--- src/design/nrgp_pkg.sv ---
package nrgp_pkg;

    typedef enum logic [1:0] {
        KIND_RMC = 2'd0,
        KIND_GGA = 2'd1,
        KIND_GSV = 2'd2
    } nrgp_kind_t;

    // one finished sentence, front to back
    typedef struct packed {
        nrgp_kind_t         kind;
        logic               status;
        logic [14:0]        lat_int;
        logic [19:0]        lat_frac;
        logic [14:0]        lon_int;
        logic [19:0]        lon_frac;
        logic signed [20:0] alt;
    } nrgp_evt_t;

    // front/queue handshake
    typedef struct packed {
        logic push;
        logic full;
    } nrgp_qctl_t;

    localparam logic [31:0] HDR_RMC = 32'h524D432C;
    localparam logic [31:0] HDR_GGA = 32'h4747412C;
    localparam logic [31:0] HDR_GSV = 32'h4753562C;

    localparam logic [7:0] CH_STAR  = 8'h2A;
    localparam logic [7:0] CH_COMMA = 8'h2C;
    localparam logic [7:0] CH_DOT   = 8'h2E;
    localparam logic [7:0] CH_MINUS = 8'h2D;
    localparam logic [7:0] CH_A     = 8'h41;
    localparam logic [7:0] CH_ZERO  = 8'h30;
    localparam logic [7:0] CH_NINE  = 8'h39;

    localparam logic [14:0] INT_SAT  = 15'd32767;
    localparam logic [19:0] ALT_SAT  = 20'd1000000;
    localparam logic [27:0] UDEG_SAT = 28'd180000000;

    // floor(x/100) = (x*5243)>>19 for x < 32768
    localparam logic [12:0] DIV100_MUL = 13'd5243;
    // floor(2^32/60); estimate is low by at most one
    localparam logic [26:0] DIV60_MUL  = 27'd71582788;

    localparam int FIFO_DEPTH = 4;

    function automatic logic [19:0] pow10(input logic [2:0] k);
        logic [19:0] r;
        begin
            case (k)
                3'd0:    r = 20'd1;
                3'd1:    r = 20'd10;
                3'd2:    r = 20'd100;
                3'd3:    r = 20'd1000;
                3'd4:    r = 20'd10000;
                3'd5:    r = 20'd100000;
                3'd6:    r = 20'd1000000;
                default: r = 20'd1;
            endcase
            return r;
        end
    endfunction

endpackage

--- src/design/nrgp_front.sv ---
module nrgp_front #(
    parameter int FRACTION_DIGITS = 5,
    parameter int MAX_FIELD_LEN   = 15,
    parameter int MAX_FIELDS      = 20
) (
    input  logic                clk,
    input  logic                rst_n,
    input  logic [7:0]          rx_byte,
    input  logic                rx_valid,
    output logic                rx_ready,
    output logic                push,
    output nrgp_pkg::nrgp_evt_t evt,
    input  logic                full
);
    import nrgp_pkg::*;

    logic [31:0]        win_reg, win_next;
    nrgp_kind_t         kind_reg, kind_next;
    logic               in_sent_reg, in_sent_next;
    logic [4:0]         fidx_reg, fidx_next;
    logic [3:0]         fcnt_reg, fcnt_next;
    logic               status_reg, status_next;
    logic [14:0]        lat_i_reg, lat_i_next, lon_i_reg, lon_i_next;
    logic [19:0]        lat_f_reg, lat_f_next, lon_f_reg, lon_f_next;
    logic [2:0]         fdc_reg, fdc_next;
    logic               pt_reg, pt_next;
    logic [19:0]        alt_reg, alt_next;
    logic               neg_reg, neg_next;
    logic signed [20:0] held_reg, held_next;

    logic        acc;
    logic        is_digit;
    logic [3:0]  dig;
    logic        close_lat, close_lon;
    logic [19:0] lat_pad, lon_pad;
    logic [14:0] sel_ip;
    logic [19:0] sel_fp;
    logic [18:0] ip_v;
    logic [23:0] alt_v;

    function automatic logic [19:0] pad_frac(input logic [19:0] f, input logic [2:0] cnt);
        logic [39:0] p;
        begin
            p = {20'd0, f};
            if (cnt < 3'(FRACTION_DIGITS))
                p = f * pow10(3'(FRACTION_DIGITS) - cnt);
            return p[19:0];
        end
    endfunction

    assign rx_ready = !full;
    assign acc      = rx_valid && !full;
    assign is_digit = (rx_byte >= CH_ZERO) && (rx_byte <= CH_NINE);
    assign dig      = rx_byte[3:0];

    assign close_lat = (kind_reg == KIND_RMC) && (fidx_reg == 5'd2);
    assign close_lon = (kind_reg == KIND_RMC) && (fidx_reg == 5'd4);
    assign lat_pad   = pad_frac(lat_f_reg, fdc_reg);
    assign lon_pad   = pad_frac(lon_f_reg, fdc_reg);

    assign sel_ip = (fidx_reg == 5'd2) ? lat_i_reg : lon_i_reg;
    assign sel_fp = (fidx_reg == 5'd2) ? lat_f_reg : lon_f_reg;
    assign ip_v   = {4'd0, sel_ip} * 19'd10 + {15'd0, dig};
    assign alt_v  = pt_reg ? ({4'd0, alt_reg} + {20'd0, dig})
                           : ({4'd0, alt_reg} * 24'd10 + {20'd0, dig} * 24'd10);

    always_comb
    begin
        win_next     = win_reg;
        kind_next    = kind_reg;
        in_sent_next = in_sent_reg;
        fidx_next    = fidx_reg;
        fcnt_next    = fcnt_reg;
        status_next  = status_reg;
        lat_i_next   = lat_i_reg;
        lat_f_next   = lat_f_reg;
        lon_i_next   = lon_i_reg;
        lon_f_next   = lon_f_reg;
        fdc_next     = fdc_reg;
        pt_next      = pt_reg;
        alt_next     = alt_reg;
        neg_next     = neg_reg;
        held_next    = held_reg;
        push         = 1'b0;

        if (acc)
        begin
            if (!in_sent_reg)
            begin
                win_next = {win_reg[23:0], rx_byte};
                if (win_next == HDR_RMC || win_next == HDR_GGA)
                begin
                    kind_next    = (win_next == HDR_RMC) ? KIND_RMC : KIND_GGA;
                    in_sent_next = 1'b1;
                    fidx_next    = '0;
                    fcnt_next    = '0;
                    status_next  = 1'b0;
                    lat_i_next   = '0;
                    lat_f_next   = '0;
                    lon_i_next   = '0;
                    lon_f_next   = '0;
                    fdc_next     = '0;
                    pt_next      = 1'b0;
                    alt_next     = '0;
                    neg_next     = 1'b0;
                    win_next     = '0;
                end
                else if (win_next == HDR_GSV)
                begin
                    win_next = '0;
                    push     = 1'b1;
                end
            end
            else if (rx_byte == CH_STAR)
            begin
                if (close_lat) lat_f_next = lat_pad;
                if (close_lon) lon_f_next = lon_pad;
                in_sent_next = 1'b0;
                win_next     = '0;
                if (kind_reg != KIND_RMC && status_reg)
                    held_next = neg_reg ? -$signed({1'b0, alt_reg}) : $signed({1'b0, alt_reg});
                push = 1'b1;
            end
            else if (rx_byte == CH_COMMA)
            begin
                if (close_lat) lat_f_next = lat_pad;
                if (close_lon) lon_f_next = lon_pad;
                if (fidx_reg < 5'(MAX_FIELDS)) fidx_next = fidx_reg + 5'd1;
                fcnt_next = '0;
                pt_next   = 1'b0;
                fdc_next  = '0;
            end
            else if (fidx_reg < 5'(MAX_FIELDS) && fcnt_reg < 4'(MAX_FIELD_LEN))
            begin
                if (kind_reg == KIND_RMC)
                begin
                    if (fidx_reg == 5'd1 && fcnt_reg == 4'd0)
                        status_next = (rx_byte == CH_A);
                    else if (fidx_reg == 5'd2 || fidx_reg == 5'd4)
                    begin
                        if (rx_byte == CH_DOT && !pt_reg)
                            pt_next = 1'b1;
                        else if (is_digit)
                        begin
                            if (!pt_reg)
                            begin
                                if (fidx_reg == 5'd2)
                                    lat_i_next = (ip_v > 19'(INT_SAT)) ? INT_SAT : ip_v[14:0];
                                else
                                    lon_i_next = (ip_v > 19'(INT_SAT)) ? INT_SAT : ip_v[14:0];
                            end
                            else if (fdc_reg < 3'(FRACTION_DIGITS))
                            begin
                                if (fidx_reg == 5'd2)
                                    lat_f_next = sel_fp * 20'd10 + {16'd0, dig};
                                else
                                    lon_f_next = sel_fp * 20'd10 + {16'd0, dig};
                                fdc_next = fdc_reg + 3'd1;
                            end
                        end
                    end
                end
                else
                begin
                    if (fidx_reg == 5'd5 && fcnt_reg == 4'd0)
                        status_next = (rx_byte != CH_ZERO);
                    else if (fidx_reg == 5'd8)
                    begin
                        if (rx_byte == CH_MINUS && fcnt_reg == 4'd0)
                            neg_next = 1'b1;
                        else if (rx_byte == CH_DOT && !pt_reg)
                            pt_next = 1'b1;
                        else if (is_digit)
                        begin
                            if (!pt_reg || fdc_reg < 3'd1)
                                alt_next = (alt_v > 24'(ALT_SAT)) ? ALT_SAT : alt_v[19:0];
                            if (pt_reg && fdc_reg < 3'd1)
                                fdc_next = fdc_reg + 3'd1;
                        end
                    end
                end
                fcnt_next = fcnt_reg + 4'd1;
            end
        end
    end

    // GSV reports carry the held altitude and zeros elsewhere; RMC/GGA carry the raw fields
    always_comb
    begin
        evt.kind     = in_sent_reg ? kind_reg : KIND_GSV;
        evt.status   = in_sent_reg ? status_reg : 1'b0;
        evt.lat_int  = in_sent_reg ? lat_i_next : '0;
        evt.lat_frac = in_sent_reg ? lat_f_next : '0;
        evt.lon_int  = in_sent_reg ? lon_i_next : '0;
        evt.lon_frac = in_sent_reg ? lon_f_next : '0;
        evt.alt      = held_next;
    end

    always_ff @(posedge clk or negedge rst_n)
    begin
        if (!rst_n)
        begin
            win_reg     <= '0;
            kind_reg    <= KIND_RMC;
            in_sent_reg <= 1'b0;
            fidx_reg    <= '0;
            fcnt_reg    <= '0;
            status_reg  <= 1'b0;
            lat_i_reg   <= '0;
            lat_f_reg   <= '0;
            lon_i_reg   <= '0;
            lon_f_reg   <= '0;
            fdc_reg     <= '0;
            pt_reg      <= 1'b0;
            alt_reg     <= '0;
            neg_reg     <= 1'b0;
            held_reg    <= '0;
        end
        else
        begin
            win_reg     <= win_next;
            kind_reg    <= kind_next;
            in_sent_reg <= in_sent_next;
            fidx_reg    <= fidx_next;
            fcnt_reg    <= fcnt_next;
            status_reg  <= status_next;
            lat_i_reg   <= lat_i_next;
            lat_f_reg   <= lat_f_next;
            lon_i_reg   <= lon_i_next;
            lon_f_reg   <= lon_f_next;
            fdc_reg     <= fdc_next;
            pt_reg      <= pt_next;
            alt_reg     <= alt_next;
            neg_reg     <= neg_next;
            held_reg    <= held_next;
        end
    end

endmodule

--- src/design/nrgp_fifo.sv ---
module nrgp_fifo (
    input  logic                clk,
    input  logic                rst_n,
    input  nrgp_pkg::nrgp_qctl_t ctl,
    input  nrgp_pkg::nrgp_evt_t wr_data,
    output logic                full,
    input  logic                pop,
    output logic                empty,
    output nrgp_pkg::nrgp_evt_t rd_data
);
    import nrgp_pkg::*;

    localparam int PW = $clog2(FIFO_DEPTH);

    nrgp_evt_t       mem_reg [FIFO_DEPTH];
    logic [PW-1:0]   wp_reg, wp_next, rp_reg, rp_next;
    logic [PW:0]     cnt_reg, cnt_next;
    logic            do_pop;

    assign full    = (cnt_reg == (PW+1)'(FIFO_DEPTH));
    assign empty   = (cnt_reg == '0);
    assign do_pop  = pop && !empty;
    assign rd_data = mem_reg[rp_reg];

    always_comb
    begin
        wp_next  = ctl.push ? wp_reg + 1'b1 : wp_reg;
        rp_next  = do_pop ? rp_reg + 1'b1 : rp_reg;
        cnt_next = cnt_reg + (PW+1)'(ctl.push) - (PW+1)'(do_pop);
    end

    always_ff @(posedge clk)
    begin
        if (ctl.push)
            mem_reg[wp_reg] <= wr_data;
    end

    always_ff @(posedge clk or negedge rst_n)
    begin
        if (!rst_n)
        begin
            wp_reg  <= '0;
            rp_reg  <= '0;
            cnt_reg <= '0;
        end
        else
        begin
            wp_reg  <= wp_next;
            rp_reg  <= rp_next;
            cnt_reg <= cnt_next;
        end
    end

endmodule

--- src/design/nrgp_back.sv ---
module nrgp_back #(
    parameter int FRACTION_DIGITS = 5
) (
    input  logic                clk,
    input  logic                rst_n,
    input  logic                empty,
    input  nrgp_pkg::nrgp_evt_t head,
    output logic                pop,
    output logic                out_valid,
    input  logic                out_ready,
    output logic [79:0]         out_data
);
    import nrgp_pkg::*;

    logic        en;
    logic        v1_reg, v2_reg, v3_reg, vo_reg;
    nrgp_evt_t   e1_reg;
    nrgp_kind_t  k2_reg, k3_reg;
    logic        st2_reg, st3_reg;
    logic signed [20:0] a2_reg, a3_reg;
    logic [8:0]  qd1_reg [2];
    logic [8:0]  qd2_reg [2];
    logic [8:0]  qd3_reg [2];
    logic [26:0] num2_reg [2];
    logic [26:0] num3_reg [2];
    logic [21:0] q0_reg [2];
    logic [79:0] data_reg, data_next;

    logic [14:0] ip [2];
    logic [19:0] fp1 [2];
    logic [27:0] p100 [2];
    logic [6:0]  rem [2];
    logic [39:0] fpw [2];
    logic [26:0] num [2];
    logic [53:0] p60 [2];
    logic [26:0] r60 [2];
    logic [21:0] qm [2];
    logic [28:0] v [2];
    logic [27:0] udeg [2];
    logic        rmc_ok;

    assign en  = !vo_reg || out_ready;
    assign pop = en && !empty;
    assign out_valid = vo_reg;
    assign out_data  = data_reg;

    assign ip[0]  = head.lat_int;
    assign ip[1]  = head.lon_int;
    assign fp1[0] = e1_reg.lat_frac;
    assign fp1[1] = e1_reg.lon_frac;

    // two lanes: latitude, longitude
    always_comb
    begin
        for (int i = 0; i < 2; i++)
        begin
            p100[i] = ip[i] * DIV100_MUL;
            rem[i]  = 7'((i == 0 ? e1_reg.lat_int : e1_reg.lon_int) - qd1_reg[i] * 15'd100);
            fpw[i]  = fp1[i] * pow10(3'(6 - FRACTION_DIGITS));
            num[i]  = {20'd0, rem[i]} * 27'd1000000 + fpw[i][26:0];
            p60[i]  = num2_reg[i] * DIV60_MUL;
            r60[i]  = num3_reg[i] - {5'd0, q0_reg[i]} * 27'd60;
            qm[i]   = q0_reg[i] + ((r60[i] >= 27'd60) ? 22'd1 : 22'd0);
            v[i]    = {20'd0, qd3_reg[i]} * 29'd1000000 + {7'd0, qm[i]};
            udeg[i] = (v[i] > 29'(UDEG_SAT)) ? UDEG_SAT : v[i][27:0];
        end
    end

    assign rmc_ok    = (k3_reg == KIND_RMC) && st3_reg;
    assign data_next = {a3_reg,
                        rmc_ok ? udeg[1] : 28'd0,
                        rmc_ok ? udeg[0] : 28'd0,
                        (k3_reg == KIND_GSV) ? 1'b0 : st3_reg,
                        k3_reg};

    always_ff @(posedge clk or negedge rst_n)
    begin
        if (!rst_n)
        begin
            v1_reg <= 1'b0;
            v2_reg <= 1'b0;
            v3_reg <= 1'b0;
            vo_reg <= 1'b0;
        end
        else if (en)
        begin
            v1_reg <= !empty;
            v2_reg <= v1_reg;
            v3_reg <= v2_reg;
            vo_reg <= v3_reg;
        end
    end

    always_ff @(posedge clk)
    begin
        if (en)
        begin
            e1_reg   <= head;
            k2_reg   <= e1_reg.kind;
            st2_reg  <= e1_reg.status;
            a2_reg   <= e1_reg.alt;
            k3_reg   <= k2_reg;
            st3_reg  <= st2_reg;
            a3_reg   <= a2_reg;
            data_reg <= data_next;
            for (int i = 0; i < 2; i++)
            begin
                qd1_reg[i]  <= p100[i][27:19];
                qd2_reg[i]  <= qd1_reg[i];
                num2_reg[i] <= num[i];
                qd3_reg[i]  <= qd2_reg[i];
                num3_reg[i] <= num2_reg[i];
                q0_reg[i]   <= p60[i][53:32];
            end
        end
    end

endmodule

--- src/design/nmea_rmc_gga_parser_top.sv ---
// NMEA 0183 sentence parser (RMC / GGA / GSV).
// Input stream: s_tdata[7:0] carries one received character per request.
// Output stream: one request per finished RMC/GGA sentence (at its '*')
// and one per GSV header seen; nothing for other traffic.
// m_tdata fields, low bit up: sentence_kind[1:0], fix_valid[2],
// latitude_udeg[30:3], longitude_udeg[58:31], altitude_dm[79:59] (signed).
// Throughput: one character per cycle while the queue is not full. The
// front parser does one small compare/accumulate per character; the
// coordinate conversion runs in a four-stage multiply pipeline that also
// takes one request per cycle unless a stalled result holds it. Reports
// are queued at the '*' or last header character, then piped to m_tdata.
// A 4-entry queue sits between parser and converter; s_tready drops only
// when it is full, i.e. when the receiver has stalled m_tready for a while.
// The result register holds its request stable while m_tready is low.
// Reset (rst_n low, async) empties the queue and pipeline and clears the
// header window, parser state and the held altitude.
module nmea_rmc_gga_parser_top #(
    parameter int FRACTION_DIGITS = 5,
    parameter int MAX_FIELD_LEN   = 15,
    parameter int MAX_FIELDS      = 20
) (
    input  logic        clk,
    input  logic        rst_n,
    input  logic        s_tvalid,
    output logic        s_tready,
    input  logic [7:0]  s_tdata,   // rx_byte[7:0]
    output logic        m_tvalid,
    input  logic        m_tready,
    output logic [79:0] m_tdata    // kind[1:0] fix[2] lat[30:3] lon[58:31] alt[79:59]
);
    import nrgp_pkg::*;

    nrgp_evt_t  evt;
    nrgp_evt_t  head;
    nrgp_qctl_t qctl;
    logic       push;
    logic       full;
    logic       empty;
    logic       pop;

    assign qctl.push = push;
    assign qctl.full = full;

    nrgp_front #(
        .FRACTION_DIGITS(FRACTION_DIGITS),
        .MAX_FIELD_LEN  (MAX_FIELD_LEN),
        .MAX_FIELDS     (MAX_FIELDS)
    ) u_front (
        .clk     (clk),
        .rst_n   (rst_n),
        .rx_byte (s_tdata),
        .rx_valid(s_tvalid),
        .rx_ready(s_tready),
        .push    (push),
        .evt     (evt),
        .full    (qctl.full)
    );

    // sentence queue: front and back stall independently
    nrgp_fifo u_fifo (
        .clk    (clk),
        .rst_n  (rst_n),
        .ctl    (qctl),
        .wr_data(evt),
        .full   (full),
        .pop    (pop),
        .empty  (empty),
        .rd_data(head)
    );

    nrgp_back #(
        .FRACTION_DIGITS(FRACTION_DIGITS)
    ) u_back (
        .clk      (clk),
        .rst_n    (rst_n),
        .empty    (empty),
        .head     (head),
        .pop      (pop),
        .out_valid(m_tvalid),
        .out_ready(m_tready),
        .out_data (m_tdata)
    );

endmodule

--- config.mk ---
export PLATFORM = sky130hd
export DESIGN_NAME = nmea_rmc_gga_parser_top
export DESIGN_NICKNAME = d
export VERILOG_FILES = /design/src/design/nrgp_pkg.sv /design/src/design/nrgp_front.sv /design/src/design/nrgp_fifo.sv /design/src/design/nrgp_back.sv /design/src/design/nmea_rmc_gga_parser_top.sv
export SDC_FILE = /design/constraint.sdc
export NUM_CORES = 2
export LEC_CHECK = 0
export ABC_AREA = 1
export ABC_CLOCK_PERIOD_IN_PS = 9800
export BUFFER_PORTS_ARGS = -buffer_cell sky130_fd_sc_hd__buf_2
export CAP_MARGIN = 20
export CORE_ASPECT_RATIO = 1.2
export CORE_MARGIN = 5
export CORE_UTILIZATION = 45
export DETAILED_ROUTE_END_ITERATION = 6
export GPL_TIMING_DRIVEN = 0
export PLACE_DENSITY = 0.63
export SLEW_MARGIN = 15
export SYNTH_ARGS = -nofsm -noshare
export SYNTH_HDL_FRONTEND = slang
export SYNTH_SLANG_ARGS = --single-unit
export TNS_END_PERCENT = 30
--- constraint.sdc ---
create_clock -name clk -period 9.8 [get_ports clk]
set_input_delay 0.98 -clock clk [delete_from_list [all_inputs] [get_ports clk]]
set_output_delay 0.98 -clock clk [all_outputs]
set_load 0.005 [all_outputs]
Word-level counts from Yosys, hierarchy flattened
Memories as Yosys holds them, arrays and structs flattened.
Cells that the tools add are included.

operators by class
  add/subtract/negate cells = 23
  $mul = 20
  $lt $le $gt $ge = 12
  equal/unequal tests = 50
  multiplexer cells = 164
  bitwise logic cells = 2
  reduce and logical (&&, ||, !) cells = 39

operator list
  kind                                                                                  count
  20-bit 2-to-1 mux                                                                     49
  15-bit 2-to-1 mux                                                                     30
  24-bit 2-to-1 mux                                                                     5
  20-bit one-hot mux with 6 select lines                                                1
  21-bit 2-to-1 mux                                                                     5
  27-bit by 25-bit multiplier with 52-bit output, second input constant                 2
  32-bit by 31-bit == test with 1-bit output, second input constant                     3
  20-bit by 3-bit multiplier with 23-bit output, second input constant                  3
  29-bit by 22-bit adder with 29-bit output                                             2
  29-bit by 28-bit greater-than comparator with 1-bit output, second input constant     2
  15-bit by 13-bit multiplier with 28-bit output, second input constant                 2
  28-bit 2-to-1 mux                                                                     2
  27-bit by 24-bit adder with 27-bit output                                             2
  27-bit by 6-bit greater-or-equal comparator with 1-bit output, second input constant  2
  3-bit 2-to-1 mux                                                                      18
  27-bit subtractor                                                                     2
  22-bit by 4-bit multiplier with 25-bit output, second input constant                  2
  9-bit by 14-bit multiplier with 23-bit output, second input constant                  2
  22-bit adder                                                                          2
  1-bit 2-to-1 mux                                                                      43
  7-bit by 14-bit multiplier with 21-bit output, second input constant                  2
  20-bit by 20-bit multiplier with 20-bit output                                        2
  4-bit != test, second input constant                                                  10
  8-bit by 6-bit == test with 1-bit output, second input constant                       4
  57 further kinds                                                                      113

storage, ports and cells
  register bits = 370
  RAM bits = 582
  input port bits = 12
  logic and storage cells = 357
  memories kept = 7

memories
  name             depth  width  rd ports  clocked after Yosys merged registers in  write ports  RTL line         source
  u_fifo.mem_reg   4      94     1         0                                        1            nrgp_fifo.sv:15  nrgp_evt_t mem_reg [FIFO_DEPTH];
  u_back.num2_reg  2      27     2         0                                        2            nrgp_back.sv:24  logic [26:0] num2_reg [2];
  u_back.num3_reg  2      27     2         0                                        2            nrgp_back.sv:25  logic [26:0] num3_reg [2];
  u_back.q0_reg    2      22     2         0                                        2            nrgp_back.sv:26  logic [21:0] q0_reg [2];
  u_back.qd1_reg   2      9      2         0                                        2            nrgp_back.sv:21  logic [8:0] qd1_reg [2];
  u_back.qd2_reg   2      9      2         0                                        2            nrgp_back.sv:22  logic [8:0] qd2_reg [2];
  1 more memories  --     --     --        --                                       --           --

Depth between registers and ports, before layout
  word-level depth = 19
  depth in mapped cells = 62

By module
A second synthesis with hierarchy kept.

unflattened totals
  cell total of the unflattened synthesis = 10586
  area, all modules = 94070.2 um2

modules (own cells, without submodules)
  module      times used  cells an instance  area an instance (um2)  seq. area each (um2)
  nrgp_back   1           5702               53082.2                 12291.8
  nrgp_front  1           3639               25849.8                 3803.6
  nrgp_fifo   1           1245               15138.3                 11466.0

Worst setup path before layout
OpenSTA, ideal clock, no wires.

  path type = input-to-reg
  start point = input m_tready
  end point = register u_back.a2_reg[0] (enable)
  library setup time = 0.757 ns
  arrival time = 8.930 ns
  required time = 9.043 ns
  path slack = 0.114 ns
  stages = 2
  buffers on the path = 0
  cell sequence = nor2_1 -> inv_1

on the way
  longest elaborated chain between the ends = 1

RTL lines
  what                    RTL line                       source
  start: declaration      nmea_rmc_gga_parser_top.sv:28  input logic m_tready,
  1-bit logical OR        nrgp_back.sv:42                assign en = !vo_reg || out_ready;
  end signal: assignment  nrgp_back.sv:101               a2_reg <= e1_reg.alt;
  end: declaration        nrgp_back.sv:20                logic signed [20:0] a2_reg, a3_reg;

No other way between the ends.
A chain may end at the register's enable or synchronous reset.

==> flow_metrics.py <==
metrics = {
    "clock_network": {
        "tritoncts": "built",
        "ctsHtreeMaxLevel": 3,
        "cts_sinks": 945,
        "clkTransAtPathRegs_ns": 0.06,
        "clock_tree.root_cell": "sky130_fd_sc_hd__clkbuf_16",
        "cts-root-to-sink-buffers": 3,
        "cts_made_buffers": 105,
        "worstSkewPairLatency_ns": 0.77,
    },
    "logic_synthesis": {
        "synthArstFlopShare": 0.172,
        "synth-warning-count": 0,
        "postSynthNetCount": 12341,
        "synth.largest_area_cell": "sky130_fd_sc_hd__edfxtp_1",
        "ys_ff_latch": 945,
        "synthDistinctLibCells": 75,
        "synth_enable_flop_cells": 782,
        "synth_area_leaders": "sky130_fd_sc_hd__edfxtp_1, sky130_fd_sc_hd__ha_1, sky130_fd_sc_hd__fa_1, sky130_fd_sc_hd__inv_1, sky130_fd_sc_hd__nand2_1",
        "synth_top_cells_by_count": "sky130_fd_sc_hd__inv_1, sky130_fd_sc_hd__nand2_1, sky130_fd_sc_hd__ha_1, sky130_fd_sc_hd__edfxtp_1, sky130_fd_sc_hd__nor2_1",
        "flip_flop_cell_with_the_highest_count_after_synthesis": "sky130_fd_sc_hd__edfxtp_1",
        "synthesis.area_mm2": 0.0930,
        "yosys.cell_count.top_type": "sky130_fd_sc_hd__inv_1",
        "post_synth_inst_count": 10265,
        "synth_seq_area_share": 0.296,
        "synth_largest_type_area_fraction": 0.253,
        "post_synth.cell_area_avg_um2": 9.06,
    },
    "placed_design": {
        "gp_congestion": 0.982,
        "post-place-ws_ns": -0.606,
        "portBuffers": 93,
        "detailed_place_hpwl_um": 198000,
    },
    "global_route": {
        "groute.layer.met2.usage": 0.398,
        "global_route.usage.met3": 0.0237,
        "grt_antenna_before_repair": 1,
        "globalRouteMet1Util": 0.284,
        "pin_count_of_the_biggest_net_entering_global_routing": 113,
        "globalRoute.busiestLayer": "met2",
        "grt.total_usage": 0.226,
        "first_global_vias": 73083,
        "grt_first_pass_wirelength_um": 392000,
        "grt-ovfl-total": 0,
    },
    "die": {
        "fp.dieW_um": 425,
        "initial_utilization": 0.453,
        "fp.coreArea_mm2": 0.205,
        "die_area_mm2": 0.216,
        "die_h_um": 508,
        "top_level_ports": 94,
        "placement_rows": 182,
    },
    "timing": {
        "fin_tns_setup_ns": 0,
        "report.final.hold_viol_count": 0,
        "tightest_slew_ns": 1.14,
        "finalSetupViolations": 0,
        "grt_setup_unrepaired": "yes",
        "max_freq_ghz": 0.108,
        "skew_ns": 0.0977,
        "min_period_over_period": 0.946,
        "final.min_clock_period_ns": 9.27,
        "final-max-slew-violation-count": 0,
        "slew_headroom": 0.240,
        "final_worst_path_setup_slack_ns": 0.526,
    },
    "worst_setup_path": {
        "crit_path_max_incr_delay_ns": 0.55,
        "reg2reg_slack_ns": 0.53,
        "start_kind": "flip-flop",
        "path_common_cell": "sky130_fd_sc_hd__nand2_1",
        "critical_path.top_delay_family": "simple AND/OR/NAND/NOR gates",
        "worstPathMaxFanout": 17,
        "crit_path_end_kind": "flip-flop",
        "worstSetupPathType": "reg -> reg",
        "timing.critical_path.slowest_stage_cell": "sky130_fd_sc_hd__fa_1",
        "critical_path.n_buffers_inverters": 6,
        "timing.critical_path.required_ns": 10.22,
        "critical_path_arrival_ns": 9.69,
    },
    "outcome": {
        "status": "complete, no violations",
    },
    "finish": {
        "fin_nets": 12599,
        "final_util": 0.497,
        "largest_register_ffs": 376,
        "synthToLayoutAreaGrowth_pct": 9.60,
        "n_fill_cell": 19118,
        "multi_input_comb_area_mm2": 0.0576,
        "antenna_cells": 0,
        "layout.area.seq_mm2": 0.0276,
        "drive_above_1_share": 0.0494,
    },
    "flow_run": {
        "drv_cap": 0,
    },
    "detailed_routing": {
        "detail_route.drc_violations": 0,
        "wl_um": 245000,
        "drt-wirelength-per-cell_um": 18.4,
        "drtPass1Iterations": 6,
        "first_iter_violations": 4610,
        "detail_route.vias_per_cell": 5.30,
        "route.vias.total": 70846,
        "final_antenna_net_count": 0,
    },
    "min_path": {
        "holdCritPathClass": "in -> async",
    },
}
worst paths after layout:
path | start | end | depth (start not counted)
setup / recovery | u_back.q0_reg[0][3] | u_back.out_data[4] | 54
hold / removal | rst_n | u_front.alt_reg[11] | 1
setup reg to reg | u_back.q0_reg[0][3] | u_back.out_data[4] | 54
hold reg to reg | u_back.qd2_reg[0][10] | u_back.qd3_reg[0][10] | 0
max in group asynchronous | rst_n | u_front.lon_i_reg[2] | 2
min in group clk | u_back.qd2_reg[0][10] | u_back.qd3_reg[0][10] | 0
worst reg2reg max path, delay by kind of cell, from the launching register on:
kind                     cells  cell delay, ns
AO/OA/AOI/OAI                9            1.33
AND/OR/NAND/NOR             30            3.96
buffers and inverters        6            0.56
adder cells (fa/ha/maj)      6            2.31
flip-flops                   1            0.50
XOR/XNOR                     3            0.34
area by class of cell:
cell class                      instances  area share
Sequential cell                       945       0.271
Timing Repair Buffer                  152      0.0123
Clock inverter                         80      0.0115
Tap cell                             2760      0.0339
Buffer                                204     0.00811
Multi-Input combinational cell       7179       0.565
Clock buffer                          119      0.0270
Inverter                             1936      0.0714
layer usage:
| metal | up-vias | part of all wire |
|---|---|---|
| met5 | - | 0.000053 |
| met4 | 2 | 0.049 |
| met3 | 530 | 0.045 |
| met2 | 1720 | 0.49 |
| met1 | 34236 | 0.42 |
| li1 | 34358 | - |
metrics by stage:
| stage | std cells | hold WS, ns | instance area (µm²) |
|---|---|---|---|
| 2_1_floorplan | 10265 | 0.400 | 93000 |
| 3_3_place_gp | 13118 | 0.401 | 96900 |
| 3_5_place_dp | 13143 | 0.405 | 97500 |
| 4_1_cts | 13345 | 0.164 | 101000 |
| 5_1_grt | 13375 | 0.222 | 102000 |
| 6_report | 13375 | 0.221 | 102000 |
cell families after synthesis:
logic type,synth area share
simple gates,0.134
buf+inv,0.0872
fa+ha+maj,0.336
compound gates,0.0989
flops,0.296
xor+xnor,0.0472
mux,0.000108
layout by cell type, fill, tap and decap left out, drive strengths merged, types with 30 or more instances in the layout:
cell type / n
nand4: 109
o21ai: 511
nand2: 1547
a32oi: 30
dfrtp: 163
a21oi: 729
xor2: 342
edfxtp: 782
nor3: 89
a31oi: 39
buf: 186
a21o: 35
nand3: 360
clkinv: 45
ha: 1346
clkbuf: 289
xnor2: 153
o22ai: 89
fa: 718
inv: 1941
nor2: 808
o21bai: 49
o211ai: 39
what timing repair did:
action | CTS | global route
hold buffers | 0 | 0
pin swaps | 0 | 31
setup buffers | 3 | 31
resized for setup | 10 | 65
setup endpoints to repair | 38 | 56
Power is left out: the tool's default activity adds up to more than one toggle a clock period on the data nets, which glitch-free logic cannot reach.
